## src/hw/rtl/stfd_pkg.sv

```systemverilog
// shared types and constants for the stuffed telemetry frame decoder
package stfd_pkg;

    localparam logic [7:0] START_MARK    = 8'h7E;
    localparam logic [7:0] ESC_MARK      = 8'h7D;
    localparam logic [7:0] ESC_XOR       = 8'h20;
    localparam logic [7:0] TYPE_LINK     = 8'hFE;
    localparam logic [7:0] TYPE_USER     = 8'hFD;
    localparam logic [7:0] TYPE_ALARM_HI = 8'hFC;
    localparam logic [7:0] TYPE_ALARM_LO = 8'hF9;

    localparam int         CNT_W           = 3;
    localparam logic [2:0] USER_COUNT_MASK = 3'h7;
    localparam int         MAX_USER        = 6;

    typedef enum logic [1:0] {
        KIND_LINK  = 2'd0,
        KIND_USER  = 2'd1,
        KIND_ALARM = 2'd2
    } kind_t;

    // one decoded frame waiting to be emitted
    typedef struct packed {
        kind_t                        kind;
        logic [1:0]                   slot;
        logic [7:0]                   a;
        logic [7:0]                   b;
        logic [7:0]                   c;
        logic [CNT_W-1:0]             count;
        logic [MAX_USER-1:0][7:0]     user;
    } cmd_t;

endpackage

```

## src/hw/rtl/stfd_front.sv

```systemverilog
// front end: byte unstuffing, frame assembly and frame classification
module stfd_front #(
    parameter int FRAME_BYTES = 10
) (
    input  logic          clk,
    input  logic          rst_n,
    input  logic          cfg_wr_en,
    input  logic          cfg_wr_data,
    input  logic          in_valid,
    output logic          in_ready,
    input  logic [7:0]    rx_byte,
    input  logic          q_full,
    output logic          push,
    output stfd_pkg::cmd_t cmd
);
    import stfd_pkg::*;

    localparam int IDX_W      = $clog2(FRAME_BYTES);
    localparam int POS_W      = $clog2(FRAME_BYTES + 1);
    localparam int USER_LIMIT = (FRAME_BYTES - 4 < MAX_USER) ? FRAME_BYTES - 4 : MAX_USER;

    logic [FRAME_BYTES-1:0][7:0] store_reg, store_next;
    logic [IDX_W-1:0]            pos_reg, pos_next;
    logic                        esc_reg, esc_next;
    logic                        alarms_enable_reg;

    logic                        accept;
    logic [IDX_W-1:0]            pos_idx;
    logic [POS_W-1:0]            pos_n;
    logic                        is_start;
    logic [7:0]                  wr_val;
    logic                        frame_done;
    logic [7:0]                  typ;
    logic [7:0]                  slot_diff;
    logic [CNT_W-1:0]            cnt_raw;
    logic [CNT_W-1:0]            cnt;
    logic                        has_result;

    assign in_ready = !q_full;
    assign accept   = in_valid && in_ready;

    always_comb
    begin
        // an out-of-range position is taken as the start of the frame
        pos_idx    = (POS_W'(pos_reg) >= POS_W'(FRAME_BYTES)) ? '0 : pos_reg;
        is_start   = (rx_byte == START_MARK);
        wr_val     = (esc_reg && !is_start) ? (rx_byte ^ ESC_XOR) : rx_byte;
        store_next = store_reg;
        esc_next   = esc_reg;
        pos_n      = POS_W'(pos_idx);
        pos_next   = pos_reg;
        frame_done = 1'b0;
        if (accept)
        begin
            store_next[pos_idx] = wr_val;
            // start mark leaves a pending escape in place
            if (is_start)
            begin
                store_next[0] = START_MARK;
                pos_n         = POS_W'(1);
            end
            else if (esc_reg)
            begin
                esc_next = 1'b0;
                pos_n    = POS_W'(pos_idx) + POS_W'(1);
            end
            else if (rx_byte == ESC_MARK)
            begin
                esc_next = 1'b1;
            end
            else
            begin
                pos_n = POS_W'(pos_idx) + POS_W'(1);
            end
            if (store_next[0] != START_MARK)
            begin
                pos_n = '0;
            end
            else if (pos_n == POS_W'(FRAME_BYTES))
            begin
                frame_done = 1'b1;
                pos_n      = '0;
            end
            pos_next = pos_n[IDX_W-1:0];
        end
    end

    // classify the completed frame
    always_comb
    begin
        typ       = store_next[1];
        slot_diff = TYPE_ALARM_HI - typ;
        cnt_raw   = store_next[2][CNT_W-1:0] & USER_COUNT_MASK;
        cnt       = (cnt_raw > CNT_W'(USER_LIMIT)) ? CNT_W'(USER_LIMIT) : cnt_raw;

        cmd       = '0;
        cmd.a     = store_next[2];
        cmd.b     = store_next[3];
        cmd.c     = store_next[4];
        cmd.count = cnt;
        for (int i = 0; i < USER_LIMIT; i++)
        begin
            cmd.user[i] = store_next[i + 4];
        end

        if (typ == TYPE_LINK)
        begin
            cmd.kind   = KIND_LINK;
            has_result = 1'b1;
        end
        else if (typ == TYPE_USER)
        begin
            cmd.kind   = KIND_USER;
            cmd.b      = '0;
            cmd.c      = '0;
            has_result = (cnt != '0);
        end
        else if (typ >= TYPE_ALARM_LO && typ <= TYPE_ALARM_HI)
        begin
            cmd.kind   = KIND_ALARM;
            cmd.slot   = slot_diff[1:0];
            has_result = alarms_enable_reg;
        end
        else
        begin
            cmd.kind   = KIND_LINK;
            has_result = 1'b0;
        end
        push = frame_done && has_result;
    end

    always_ff @(posedge clk or negedge rst_n)
    begin
        if (!rst_n)
        begin
            store_reg         <= '0;
            pos_reg           <= '0;
            esc_reg           <= 1'b0;
            alarms_enable_reg <= 1'b0;
        end
        else
        begin
            store_reg <= store_next;
            pos_reg   <= pos_next;
            esc_reg   <= esc_next;
            if (cfg_wr_en)
            begin
                alarms_enable_reg <= cfg_wr_data;
            end
        end
    end

`ifndef SYNTH
    a_pos_in_range: assert property (@(posedge clk) disable iff (!rst_n)
        POS_W'(pos_reg) < POS_W'(FRAME_BYTES))
        else $error("write position out of range");

    a_hunt_resets_pos: assert property (@(posedge clk) disable iff (!rst_n)
        (accept && store_next[0] != START_MARK) |=> (pos_reg == '0))
        else $error("position not cleared while hunting for start");
`endif

endmodule

```

## src/hw/rtl/stfd_queue.sv

```systemverilog
// two-entry queue of decoded frames between front and back
module stfd_queue (
    input  logic           clk,
    input  logic           rst_n,
    input  logic           push,
    input  stfd_pkg::cmd_t push_data,
    output logic           full,
    input  logic           pop,
    output logic           valid,
    output stfd_pkg::cmd_t pop_data
);
    import stfd_pkg::*;

    cmd_t       mem_reg [2];
    logic       wr_ptr_reg;
    logic       rd_ptr_reg;
    logic [1:0] cnt_reg;

    assign full     = (cnt_reg == 2'd2);
    assign valid    = (cnt_reg != 2'd0);
    assign pop_data = mem_reg[rd_ptr_reg];

    always_ff @(posedge clk)
    begin
        if (push)
        begin
            mem_reg[wr_ptr_reg] <= push_data;
        end
    end

    always_ff @(posedge clk or negedge rst_n)
    begin
        if (!rst_n)
        begin
            wr_ptr_reg <= 1'b0;
            rd_ptr_reg <= 1'b0;
            cnt_reg    <= 2'd0;
        end
        else
        begin
            if (push)
            begin
                wr_ptr_reg <= !wr_ptr_reg;
            end
            if (pop)
            begin
                rd_ptr_reg <= !rd_ptr_reg;
            end
            if (push && !pop)
            begin
                cnt_reg <= cnt_reg + 2'd1;
            end
            else if (pop && !push)
            begin
                cnt_reg <= cnt_reg - 2'd1;
            end
        end
    end

`ifndef SYNTH
    a_no_overflow: assert property (@(posedge clk) disable iff (!rst_n)
        !(push && full))
        else $error("frame queue overflow");

    a_no_underflow: assert property (@(posedge clk) disable iff (!rst_n)
        !(pop && !valid))
        else $error("frame queue underflow");
`endif

endmodule

```

## src/hw/rtl/stfd_back.sv

```systemverilog
// back end: turns queued frames into result items through an output register
module stfd_back (
    input  logic           clk,
    input  logic           rst_n,
    input  logic           q_valid,
    input  stfd_pkg::cmd_t q_data,
    output logic           q_pop,
    output logic           out_valid,
    input  logic           out_ready,
    output logic [1:0]     kind,
    output logic [1:0]     alarm_slot,
    output logic [7:0]     value_a,
    output logic [7:0]     value_b,
    output logic [7:0]     value_c,
    output logic           last
);
    import stfd_pkg::*;

    typedef enum logic {
        ST_IDLE,
        ST_RUN
    } state_t;

    state_t     state_reg, state_next;
    cmd_t       work_reg, work_next;
    logic       out_valid_reg, out_valid_next;
    kind_t      kind_reg, kind_next;
    logic [1:0] slot_reg, slot_next;
    logic [7:0] a_reg, a_next;
    logic [7:0] b_reg, b_next;
    logic [7:0] c_reg, c_next;
    logic       last_reg, last_next;

    logic       out_load;
    logic       is_last;

    assign out_valid  = out_valid_reg;
    assign kind       = kind_reg;
    assign alarm_slot = slot_reg;
    assign value_a    = a_reg;
    assign value_b    = b_reg;
    assign value_c    = c_reg;
    assign last       = last_reg;

    always_comb
    begin
        out_load       = !out_valid_reg || out_ready;
        is_last        = (work_reg.kind != KIND_USER) || (work_reg.count == CNT_W'(1));
        q_pop          = (state_reg == ST_IDLE) && q_valid;

        state_next     = state_reg;
        work_next      = work_reg;
        out_valid_next = out_valid_reg && !out_ready;
        kind_next      = kind_reg;
        slot_next      = slot_reg;
        a_next         = a_reg;
        b_next         = b_reg;
        c_next         = c_reg;
        last_next      = last_reg;

        unique case (state_reg)
            ST_IDLE:
            begin
                if (q_valid)
                begin
                    work_next  = q_data;
                    state_next = ST_RUN;
                end
            end
            ST_RUN:
            begin
                if (out_load)
                begin
                    out_valid_next = 1'b1;
                    kind_next      = work_reg.kind;
                    slot_next      = work_reg.slot;
                    a_next         = (work_reg.kind == KIND_USER) ? work_reg.user[0]
                                                                  : work_reg.a;
                    b_next         = work_reg.b;
                    c_next         = work_reg.c;
                    last_next      = is_last;
                    if (is_last)
                    begin
                        state_next = ST_IDLE;
                    end
                    else
                    begin
                        // next user byte moves to the head
                        work_next.count = work_reg.count - CNT_W'(1);
                        work_next.user  = {8'h00, work_reg.user[MAX_USER-1:1]};
                    end
                end
            end
            default:
            begin
                state_next = ST_IDLE;
            end
        endcase
    end

    always_ff @(posedge clk or negedge rst_n)
    begin
        if (!rst_n)
        begin
            state_reg     <= ST_IDLE;
            work_reg      <= '0;
            out_valid_reg <= 1'b0;
            kind_reg      <= KIND_LINK;
            slot_reg      <= '0;
            a_reg         <= '0;
            b_reg         <= '0;
            c_reg         <= '0;
            last_reg      <= 1'b0;
        end
        else
        begin
            state_reg     <= state_next;
            work_reg      <= work_next;
            out_valid_reg <= out_valid_next;
            kind_reg      <= kind_next;
            slot_reg      <= slot_next;
            a_reg         <= a_next;
            b_reg         <= b_next;
            c_reg         <= c_next;
            last_reg      <= last_next;
        end
    end

`ifndef SYNTH
    a_user_count_live: assert property (@(posedge clk) disable iff (!rst_n)
        (state_reg == ST_RUN && work_reg.kind == KIND_USER) |-> (work_reg.count != '0))
        else $error("user run with no bytes left");
`endif

endmodule

```

## src/hw/rtl/stuffed_telemetry_frame_decoder_top.sv

```systemverilog
// top level of the stuffed telemetry frame decoder
//
//  channel | signals                                          | dir | handshake
//  --------+--------------------------------------------------+-----+--------------------
//  in      | rx_byte                                          | in  | in_valid / in_ready
//  out     | kind alarm_slot value_a value_b value_c last     | out | out_valid / out_ready
//  cfg     | cfg_wr_data (alarms enable)                      | in  | cfg_wr_en, no wait
//
// one byte is taken per cycle while the two-entry frame queue has room
// a completed frame with results is queued; the back end emits one result per cycle
// while out_ready is high, after taking each queued frame from the queue in its idle state
// reset clears the frame store, write position, escape flag, queue and alarms enable
// out_ready low holds the result register; a full queue drops in_ready

module stuffed_telemetry_frame_decoder_top #(
    parameter int FRAME_BYTES = 10
) (
    input  logic       clk,
    input  logic       rst_n,
    input  logic       cfg_wr_en,
    input  logic       cfg_wr_data,
    input  logic       in_valid,
    output logic       in_ready,
    input  logic [7:0] rx_byte,
    output logic       out_valid,
    input  logic       out_ready,
    output logic [1:0] kind,
    output logic [1:0] alarm_slot,
    output logic [7:0] value_a,
    output logic [7:0] value_b,
    output logic [7:0] value_c,
    output logic       last
);
    import stfd_pkg::*;

    logic q_push;
    logic q_full;
    logic q_pop;
    logic q_valid;
    cmd_t push_cmd;
    cmd_t pop_cmd;

    stfd_front #(
        .FRAME_BYTES (FRAME_BYTES)
    ) u_front (
        .clk         (clk),
        .rst_n       (rst_n),
        .cfg_wr_en   (cfg_wr_en),
        .cfg_wr_data (cfg_wr_data),
        .in_valid    (in_valid),
        .in_ready    (in_ready),
        .rx_byte     (rx_byte),
        .q_full      (q_full),
        .push        (q_push),
        .cmd         (push_cmd)
    );

    stfd_queue u_queue (
        .clk       (clk),
        .rst_n     (rst_n),
        .push      (q_push),
        .push_data (push_cmd),
        .full      (q_full),
        .pop       (q_pop),
        .valid     (q_valid),
        .pop_data  (pop_cmd)
    );

    stfd_back u_back (
        .clk        (clk),
        .rst_n      (rst_n),
        .q_valid    (q_valid),
        .q_data     (pop_cmd),
        .q_pop      (q_pop),
        .out_valid  (out_valid),
        .out_ready  (out_ready),
        .kind       (kind),
        .alarm_slot (alarm_slot),
        .value_a    (value_a),
        .value_b    (value_b),
        .value_c    (value_c),
        .last       (last)
    );

endmodule

```

## config.mk

```make
export PLATFORM = sky130hd
export DESIGN_NAME = stuffed_telemetry_frame_decoder_top
export DESIGN_NICKNAME = d
export VERILOG_FILES = /design/src/hw/rtl/stfd_pkg.sv /design/src/hw/rtl/stfd_front.sv /design/src/hw/rtl/stfd_queue.sv /design/src/hw/rtl/stfd_back.sv /design/src/hw/rtl/stuffed_telemetry_frame_decoder_top.sv
export SDC_FILE = /design/constraint.sdc
export NUM_CORES = 1
export LEC_CHECK = 0
export CORE_ASPECT_RATIO = 1.75
export CORE_UTILIZATION = 40
export DETAILED_ROUTE_END_ITERATION = 6
export DONT_BUFFER_PORTS = 1
export GPL_TIMING_DRIVEN = 0
export PLACE_DENSITY = 0.57
export SETUP_SLACK_MARGIN = 0.15
export SYNTH_ARGS = -nofsm -noshare
export SYNTH_HDL_FRONTEND = slang
export SYNTH_HIERARCHICAL = 1
export SYNTH_SLANG_ARGS = --single-unit
```

## constraint.sdc

```tcl
create_clock -name clk -period 9.42 [get_ports clk]
set_input_delay 0 -clock clk [delete_from_list [all_inputs] [get_ports clk]]
set_output_delay 0 -clock clk [all_outputs]
set_load 0.1 [all_outputs]
```

# ---- Word-level counts from Yosys, hierarchy flattened
# Memories as Yosys holds them, arrays and structs flattened.
# Index checks and enable logic that the tools add are counted.
dict set report classes {
  reduce_logical 26
  bitwise_logic 3
  n_mux 46
  addsub 5
  div_mod_pow 0
  eq_ne 13
  magnitude_cmp 6
  n_shift 0
  multipliers 0
}
# operator count
set ops {}
lappend ops {{$mux 51} 3}
lappend ops {{$pmux 51 s2} 1}
lappend ops {{$bwmux 80} 1}
lappend ops {{$mux 80} 1}
lappend ops {{$demux 8 s4} 1}
lappend ops {{$mux 16} 2}
lappend ops {{$mux 8} 4}
lappend ops {{$mux 4} 7}
lappend ops {{$eq 8x7->1 const B} 2}
lappend ops {{$eq 8x8->1 const B} 2}
lappend ops {{$mux 2} 8}
lappend ops {{$mux 1} 15}
lappend ops {{$logic_and 1x1->1} 9}
lappend ops {{$ge 8x8->1 const B} 1}
lappend ops {{$le 8x8->1 const B} 1}
lappend ops {{$logic_not 1->1} 8}
lappend ops {{$ne 8x7->1 const B} 1}
lappend ops {{$mux 6} 1}
lappend ops {{$reduce_and 2->1} 3}
lappend ops {{$lt 4x5->1 const B} 1}
lappend ops {{$add 4x1->4 const B} 1}
lappend ops {{$eq 4x4->1 const B} 1}
lappend ops {{$ge 4x1->1 const B} 1}
lappend ops {{$ge 4x4->1 const B} 1}
lappend ops {{other kinds (17)} 23}
dict set report word_totals {
  ram_bits 158
  romBits 0
  latchBits 0
  memories 1
  regBits 200
  word_cells 136
  out_inout_bits 31
}
# memory depth word_bits read_ports rd_ports_with_merged_regs wr line_no
set mem_list {}
lappend mem_list {u_queue.mem_reg 2 79 1 0 1 stfd_queue.sv:14} ;# cmd_t mem_reg [2];

# ---- Logic depth before layout (Yosys ltp)
# Gate-level depths: netlist of the first run.
dict set report depth {
  word_depth 20
  mapped_depth 19
  depth_no_buf 17
}

# ---- By module
# The synthesis of the first run kept the hierarchy.
# mod area_each_um2 cells_each n_inst seq_area_each_um2
set by_module_without_submodules {}
lappend by_module_without_submodules {stfd_queue 6291.0 262 1 4844.6}
lappend by_module_without_submodules {stfd_back 5016.1 334 1 2752.6}
lappend by_module_without_submodules {stfd_front 4473.0 384 1 2152.1}

# ---- Worst setup path before layout of the first run
# OpenSTA, ideal clock, no wires.
dict set report synth_timing {
  path_type {flip-flop to flip-flop}
  startpoint {reg u_front.pos_reg[2]}
  endpoint {mem u_queue/mem_reg[0][0] (netlist bit), enable pin}
  period_less_slack_ns 7.328
  path_buffers 2
  stages_incl_launch_ff 17
  arrival_time_ns 6.802
  slack_ns 2.092
  setup_ns 0.526
  path_cell_list {dfrtp_1 -> buf_6 -> o21ai_0 -> nand2_1 -> inv_1 -> ha_1 -> nand3b_1 -> nor3_2 -> buf_2 -> mux2_2 -> inv_1 -> ha_1 -> clkinv_1 -> a221oi_2 -> o21ai_1 -> a2111oi_2 -> nor2b_1}
}
dict set report synth_via {
  elab_chain_cells 16
  elab_cells_between_ends 35
  cone_classes {add/sub (1); order compare (6); eq/ne (4); mux (20); reduce/logical (4)}
}
# element line_no
set synth_rtl {}
lappend synth_rtl {{start: declaration} stfd_front.sv:23} ;# logic [IDX_W-1:0] pos_reg, pos_next;
lappend synth_rtl {{start signal: assignment} stfd_front.sv:144} ;# pos_reg <= pos_next;
lappend synth_rtl {{$ge 4x4->1} stfd_front.sv:45} ;# pos_idx = (POS_W'(pos_reg) >= POS_W'(FRAME_BYTES)) ? '0 : pos_reg;
lappend synth_rtl {{$mux 4 (*)} stfd_front.sv:45}
lappend synth_rtl {{$lt 4x5->1 (implied by the code) or $ge 4x1->1 (tied branches)} stfd_front.sv:55} ;# store_next[pos_idx] = wr_val;
lappend synth_rtl {{$logic_and 1x1->1 (implied by the code)} stfd_front.sv:55}
lappend synth_rtl {{$mux 8 (implied by the code)} stfd_front.sv:55}
lappend synth_rtl {{$demux 8 s4} -}
lappend synth_rtl {{$bwmux 80} stfd_front.sv:55}
lappend synth_rtl {{$mux 80} stfd_front.sv:53} ;# if (accept)
lappend synth_rtl {{$ge 8x8->1 (tied with other cells)} stfd_front.sv:118} ;# else if (typ >= TYPE_ALARM_LO && typ <= TYPE_ALARM_HI)
lappend synth_rtl {{$logic_and 1x1->1 or $mux 3 (tied branches)} {stfd_front.sv:118, stfd_front.sv:94}}
lappend synth_rtl {{$mux 1 or $reduce_bool 3->1 (tied branches)} {stfd_front.sv:118, stfd_front.sv:116}}
lappend synth_rtl {{$mux 1} stfd_front.sv:111} ;# else if (typ == TYPE_USER)
lappend synth_rtl {{$mux 1} stfd_front.sv:106} ;# if (typ == TYPE_LINK)
lappend synth_rtl {{$logic_and 1x1->1 (*)} stfd_front.sv:129} ;# push = frame_done && has_result;
lappend synth_rtl {{named net q_push} stuffed_telemetry_frame_decoder_top.sv:36} ;# logic q_push;
lappend synth_rtl {{$mux 1 (*)} stfd_queue.sv:25} ;# if (push)
lappend synth_rtl {{$mux 1 (implied by the code) (*)} stfd_queue.sv:27} ;# mem_reg[wr_ptr_reg] <= push_data;
lappend synth_rtl {{end: declaration} stfd_queue.sv:14}
# Mark *: on every way through the listed nets, which the timed path passes. The rest lies on a longest branch. The select of a mux whose other input is x is not followed.

# ---- Worst setup path in the final report of the first run
dict set report layout_timing {
  startpoint {reg u_front.pos_reg[2]}
  endpoint {mem u_queue/mem_reg[0][70] (netlist bit), enable pin}
}
# Same word-level chain as after synthesis.

==> flow_summary.yaml, run 1 <==
final_layout:
  multi_input_area_um2: 5070
  n_fill_cell: 3291
  final_area_um2: 17700
  area_delta_synth_final_pct: 12.5
  final_util_pct: 45.9
  nNetsFinal: 1053
  seqCellArea_um2: 9750
  largest_reg_flops: 158
  antenna_cells: 0
  layout-drive-gt1-share_pct: 41.4
timing:
  fmax_mhz: 182
  rsz0062_at_grt: "no"
  tns_ns: 0
  hold_violations: 0
  worstMarginPinSlew_ns: 1.17
  setup_viol: 0
  final_max_slew_viol_count: 0
  skew_ns: 0.0136
  timing.slew.headroom_pct: 21.9
  post-route-period-util_pct: 58.3
  period_needed_ns: 5.50
yosys:
  synthFlopType: "dfrtp_1"
  synth_cells: 980
  ys_ff_latch: 358
  ys_async_sr_fraction_pct: 55.9
  ys_types: 58
  synth_edf_count: 158
  yosys-top-cells-count: "dfrtp_1, edfxtp_1, mux2_2"
  yosysWarnings: 6
  syn_area_um2: 15800
  synth_top_cell_by_area: "dfrtp_1"
  synthTopCellsByArea: "dfrtp_1, edfxtp_1, mux2_4, mux2_2, buf_4"
  synth_top_area_share_pct: 31.7
  yosys.cell_count.top_type: "dfrtp_1"
  syn_nets: 1004
  ys_seq_area_share_pct: 61.8
  synth.avg_cell_area_um2: 16.1
route:
  antenna_left: 0
  first_pass_iters: 4
  routed_wirelength_mm: 33.0
  drcViolationCount: 0
  drt_iter0_drc: 297
  wl_per_cell_um: 21.4
  viasPerCell: 5.09
  num_vias: 7831
global_routing:
  grt_pass1_wl_mm: 51.3
  antenna_found_initial: 1
  grt_pass1_vias: 8530
  grt_max_degree: 201
  overflow: 0
  grtUsageTotal_pct: 17.0
place:
  io_buffers: 0
  dpl_cell_area_um2: 16500
  dp_hpwl_mm: 21.8
  gp_congestion: 0.798
critical_path:
  cp_data_required_time_ns: 9.63
  critical_path.top_delay_family: "buffers and inverters"
  start_kind: "flip-flop"
  path_class: "flip-flop to flip-flop"
  cp_slowest_cell: "nor2b_4"
  path_cells: "buf_6 -> o21ai_0 -> nand2_1 -> inv_1 -> ha_1 -> nand3b_1 -> nor3_2 -> buf_2 -> mux2_2 -> inv_1 -> ha_1 -> clkinv_1 -> a221oi_2 -> o21ai_1 -> a2111oi_2 -> nor2b_4 -> buf_16 -> buf_12 -> buf_12"
  worstSetupEndpointType: "flip-flop"
  crit_fanout: 29
  max_stage_delay_ns: 0.56
  cp.arrival_ns: 5.70
  cp_num_buf_inv: 8
pwr:
  p_comb_share_pct: 31.3
  power_mw: 5.81
  power_frac_seq_pct: 44.7
  p_clk_share_pct: 24.1
  p_leak_nw: 7.45
  power.density_nw_per_um2: 328
  switching_share_pct: 35.4
  p_int_mw: 3.75
  vdd_drop_max_v: 0.000235
  p_sw_mw: 2.06
clock_network:
  cts_root_buf: "clkbuf_16"
  clk_pin_slew_ns: 0.06
  clockBufferDepth: 3
  cts_tree: "built"
  post_cts_resize_count: 0
  postCtsSetupBuffers: 0
  numCtsBuffers: 34
  cts_max_level: 2
  clk_latency_ns: 0.52
  clock_sinks: 358
  cts_hold_buf: 9
floorplanning:
  die_w_um: 152
  rows: 95
  die_h_um: 265
  dieArea_um2: 40300
  ioPinCount: 45
  start_util_pct: 40.8
  core_area_um2: 38600
flow_run:
  maxCapViolations: 0
status:
  status: "finished, final reports clean"
worst_hold_path:
  min_path_type: "primary input to flip-flop"
[stage by stage]
step / instances / worst slack [ns] / hold WS (ns)
after CTS: 1540 / 3.88 / 0.0117
after global placement: 1465 / -1.39 / -0.279
after detailed placement: 1469 / 3.91 / -0.280
after floorplan: 980 / 2.09 / -0.296
after global routing: 1540 / 3.50 / 0.0716
final: 1540 / 3.92 / 0.0244
[per-layer routing]
layer  global-route usage [%]  part of all wire [%]
met5                        0                 0.039
met2                     31.2                    54
met4                     9.10                   5.0
met1                     19.0                    39
met3                     2.27                   2.9
[cell usage in the layout (no fill, tap or decap), types with 17 or more instances in the layout]
cell       count
dfrtp_1      200
edfxtp_1     158
mux2_2       151
mux2_4       120
buf_4         60
clkbuf_16     37
nand2_1       27
clkbuf_1      22
inv_1         22
a21oi_1       20
buf_2         17
[final cells by class]
type                    count  area share (%)
plain buffers             108            4.98
clock buffers              47            5.54
clock inverters            15           0.902
inverters                  23           0.486
multi-input cells         491            28.6
flip-flops and latches    358            54.9
well taps                 485            3.42
repair buffers             13            1.14
[cell families (layout without fill, tap and decap cells)]
family	Yosys count	after routing	share of synthesized area, %
xor gates and xnor gates	8	8	0.444
adders and majority gates	10	10	0.793
AOI/OAI and AO/OA	83	83	3.77
DFF	358	358	61.8
and+or+nand+nor	101	101	3.69
buffers and inverters	131	206	6.15
muxes	289	289	23.4
[final timing paths]
kind | startpoint | to | slack [ns] | depth (start not counted)
max in group asynchronous | rst_n | u_front/store_reg[60]$_DFF_PN0_ | 8.31 | 2
min in group asynchronous | rst_n | u_back/value_a[6]$_DFFE_PN0P_ | 0.24 | 2
worst min-delay path | rx_byte[5] | u_front/pos_reg[3]$_DFFE_PN0P_ | 0.02 | 5
worst min register to register | u_front/store_reg[29]$_DFF_PN0_ | u_front/store_reg[29]$_DFF_PN0_ | 0.48 | 2
worst max-delay path | u_front/pos_reg[2]$_DFFE_PN0P_ | u_queue/mem_reg[0][70]$_DFFE_PP_ | 3.92 | 19
worst max register to register | u_front/pos_reg[2]$_DFFE_PN0P_ | u_queue/mem_reg[0][70]$_DFFE_PP_ | 3.92 | 19
[power groups by stage]
stage / sequential [mW] / clock, mW / combinational, mW
after global placement: 2.63 / 0 / 1.80
final: 2.60 / 1.40 / 1.82
after floorplan: 2.55 / 0 / 1.48
after global routing: 2.63 / 1.50 / 1.96
after detailed placement: 2.63 / 0 / 1.82
after CTS: 2.61 / 1.44 / 1.85
[worst reg2reg max path, cell delays in order, from the launching register on]
cell       delay (ns)
dfrtp_1          0.37
buf_6            0.14
o21ai_0          0.15
nand2_1          0.15
inv_1            0.12
ha_1             0.20
nand3b_1         0.17
nor3_2           0.29
buf_2            0.36
mux2_2           0.39
inv_1            0.08
ha_1             0.18
clkinv_1         0.27
a221oi_2         0.36
o21ai_1          0.14
a2111oi_2        0.53
nor2b_4          0.56
buf_16           0.24
buf_12           0.20
buf_12           0.25
Note: power is estimated with default switching activity, not from simulation.
==> run 2: changes to the inputs <==
- ABC_AREA: default -> 1
- clock period: 9.42 -> 5.7 ns (I/O delays scaled with it)
==> run 2 against run 1 <==
Effect of this change:
- synthesized cell count rose by 47%
- design area barely moved
- via count rose by 22%
- flip-flop and latch count did not move
- cell count rose by 30%
- sequential power rose by 53%
- power rose by 44%
- sequential share of layout area rose by 0.054 points
- register-to-register slack got worse by 2.4 ns
- largest cell class unchanged
- highest routed layer is now met4
==> flow_summary.yaml, run 2 <==
critical_path:
  max_stage_delay_ns: 0.65
  crit_fanout: 31
  path_class: "primary input to flip-flop"
  start_kind: "primary input"
  cp_num_buf_inv: 6
  worstSetupEndpointType: "flip-flop"
  r2r_slack_ns: 1.51
  cp.arrival_ns: 4.93
  path_cells: "dlygate4sd3_1 -> inv_2 -> nand2_1 -> nor2_1 -> dlygate4sd3_1 -> nand2_2 -> dlygate4sd3_1 -> nand3_1 -> nand2_1 -> o21ai_1 -> nand3_1 -> nor2_2 -> nand2_1 -> a21oi_2 -> inv_1 -> nor2_4 -> buf_12"
  critical_path.top_delay_family: "buffers and inverters"
  cp_slowest_cell: "dlygate4sd3_1"
  cp_data_required_time_ns: 5.90
route:
  first_pass_iters: 5
  wl_per_cell_um: 16.5
  drt_iter0_drc: 529
  routed_wirelength_mm: 33.1
  antenna_left: 0
  viasPerCell: 4.75
  drcViolationCount: 0
  num_vias: 9534
yosys:
  yosysWarnings: 6
  synthTopCellsByArea: "dfrtp_1, edfxtp_1, nand2_1, mux2_4, buf_4"
  synthFlopType: "dfrtp_1"
  synth_top_cell_by_area: "dfrtp_1"
  ys_ff_latch: 358
  yosys-top-cells-count: "nand2_1, dfrtp_1, edfxtp_1"
  syn_nets: 1463
  yosys.cell_count.top_type: "nand2_1"
  synth.avg_cell_area_um2: 10.9
  ys_types: 39
  syn_area_um2: 15700
  ys_seq_area_share_pct: 62.2
  synth_cells: 1439
  synth_edf_count: 158
  ys_async_sr_fraction_pct: 55.9
  synth_top_area_share_pct: 31.9
global_routing:
  grtUsageTotal_pct: 17.4
  grt_pass1_vias: 9731
  grt_max_degree: 201
  antenna_found_initial: 0
  overflow: 0
  grt_pass1_wl_mm: 52.7
floorplanning:
  die_w_um: 152
  core_area_um2: 38500
  dieArea_um2: 40000
  ioPinCount: 45
  rows: 95
  start_util_pct: 40.7
  die_h_um: 264
place:
  placed_cells: 1927
  io_buffers: 0
  dp_hpwl_mm: 23.0
  gp_congestion: 0.799
  dpl_cell_area_um2: 16400
clock_network:
  clockBufferDepth: 3
  numCtsBuffers: 34
  cts_max_level: 2
  cts_tree: "built"
  clock_sinks: 358
  cts_hold_buf: 20
  clk_pin_slew_ns: 0.06
  postCtsSetupBuffers: 0
  clk_latency_ns: 0.53
  cts_root_buf: "clkbuf_16"
  post_cts_resize_count: 0
timing:
  skew_ns: 0.0224
  fmax_mhz: 211
  setup_viol: 0
  rsz0062_at_grt: "no"
  worstMarginPinSlew_ns: 1.06
  hold_violations: 0
  post-route-period-util_pct: 83.0
  timing.slew.headroom_pct: 29.3
  period_needed_ns: 4.73
  final_max_slew_viol_count: 0
pwr:
  switching_share_pct: 37.9
  p_leak_nw: 8.18
  power.density_nw_per_um2: 471
  power_mw: 8.34
  power_frac_seq_pct: 47.7
  vdd_drop_max_v: 0.000216
  p_clk_share_pct: 27.8
  p_comb_share_pct: 24.6
  p_sw_mw: 3.16
  p_int_mw: 5.18
status:
  status: "finished, final reports clean"
final_layout:
  final_cells: 2008
  area_delta_synth_final_pct: 13.1
  layout_commonest_cell: "nand2_1"
  final_area_um2: 17700
  mostFrequentLayoutCells: "nand2_1, dfrtp_1, edfxtp_1, o21ai_0, mux2_4"
  largest_reg_flops: 158
  nNetsFinal: 1522
  antenna_cells: 0
  layout-drive-gt1-share_pct: 18.3
flow_run:
  maxCapViolations: 0
worst_hold_path:
  min_path_type: "primary input to flip-flop"
-- run 2: cells by family (layout without fill, tap and decap cells) --
| kind of cell | count (synthesis) | count (layout) | share of synthesized area [%] |
|---|---|---|---|
| simple gates | 659 | 659 | 17.3 |
| flops | 358 | 358 | 62.2 |
| buf+inv | 207 | 291 | 7.81 |
| compound gates | 121 | 121 | 4.09 |
| mux | 80 | 80 | 7.64 |
| fa+ha+maj | 10 | 10 | 0.798 |
| xor+xnor | 4 | 4 | 0.224 |
-- run 2: worst paths after layout --
path	to	start	depth (start not counted)
worst min register to register	u_back/work_reg[73]$_DFFE_PN0P_	u_back/work_reg[73]$_DFFE_PN0P_	2
worst max register to register	u_queue/mem_reg[0][30]$_DFFE_PP_	u_front/pos_reg[2]$_DFFE_PN0P_	18
min in group asynchronous	u_front/store_reg[28]$_DFF_PN0_	rst_n	2
max in group asynchronous	u_front/store_reg[58]$_DFF_PN0_	rst_n	2
worst max-delay path	u_queue/mem_reg[0][30]$_DFFE_PP_	rx_byte[0]	17
worst min-delay path	u_front/pos_reg[2]$_DFFE_PN0P_	rx_byte[0]	6
-- run 2: final cells by class --
cell class                 instances  area, µm²
clock inverter                    14        166
timing repair buffer              23        285
sequential                       358       9750
buffer                           120        897
fill                            3582      20800
clock buffer                      47        983
inverter                          87        329
tap                              485        607
multi-input combinational        874       4710
-- run 2: power groups by stage --
stage | combinational [mW] | clock [mW] | sequential (mW)
after CTS | 2.09 | 2.39 | 3.98
final | 2.05 | 2.32 | 3.98
after floorplan | 1.56 | 0 | 3.96
after global placement | 2.02 | 0 | 4.02
after global routing | 2.32 | 2.49 | 4.03
after detailed placement | 2.04 | 0 | 4.03
-- run 2: through the flow --
stage                     util, %  worst slack [ns]  setup TNS [ns]  hold WS, ns
after floorplan                 -             0.640               0       -0.296
after global placement       42.3            -0.874          -74.17       -0.291
final                        46.0             0.970               0       0.0664
after global routing         46.0             0.737               0        0.115
after CTS                    46.0             0.970               0       0.0482
after detailed placement     42.5              1.59               0       -0.292
-- run 2: layer usage --
layer | part of all wire (%) | vias up | global-route usage [%] | wire length [µm]
met5 | 0 | - | 0 | 0
met4 | 3.2 | 0 | 6.66 | 1060
met3 | 3.3 | 57 | 2.26 | 1080
met2 | 57 | 160 | 33.7 | 18700
met1 | 37 | 4530 | 18.4 | 12200
li1 | - | 4787 | - | -
-- run 2: worst register-to-register path: cells and delay by family, from the launching register on --
family | cells | cell delay, ns
AND/OR/NAND/NOR | 9 | 1.59
buffers and inverters | 6 | 1.23
AO/OA/AOI/OAI | 2 | 0.43
flip-flops | 1 | 0.42
adder cells (fa/ha/maj) | 1 | 0.17
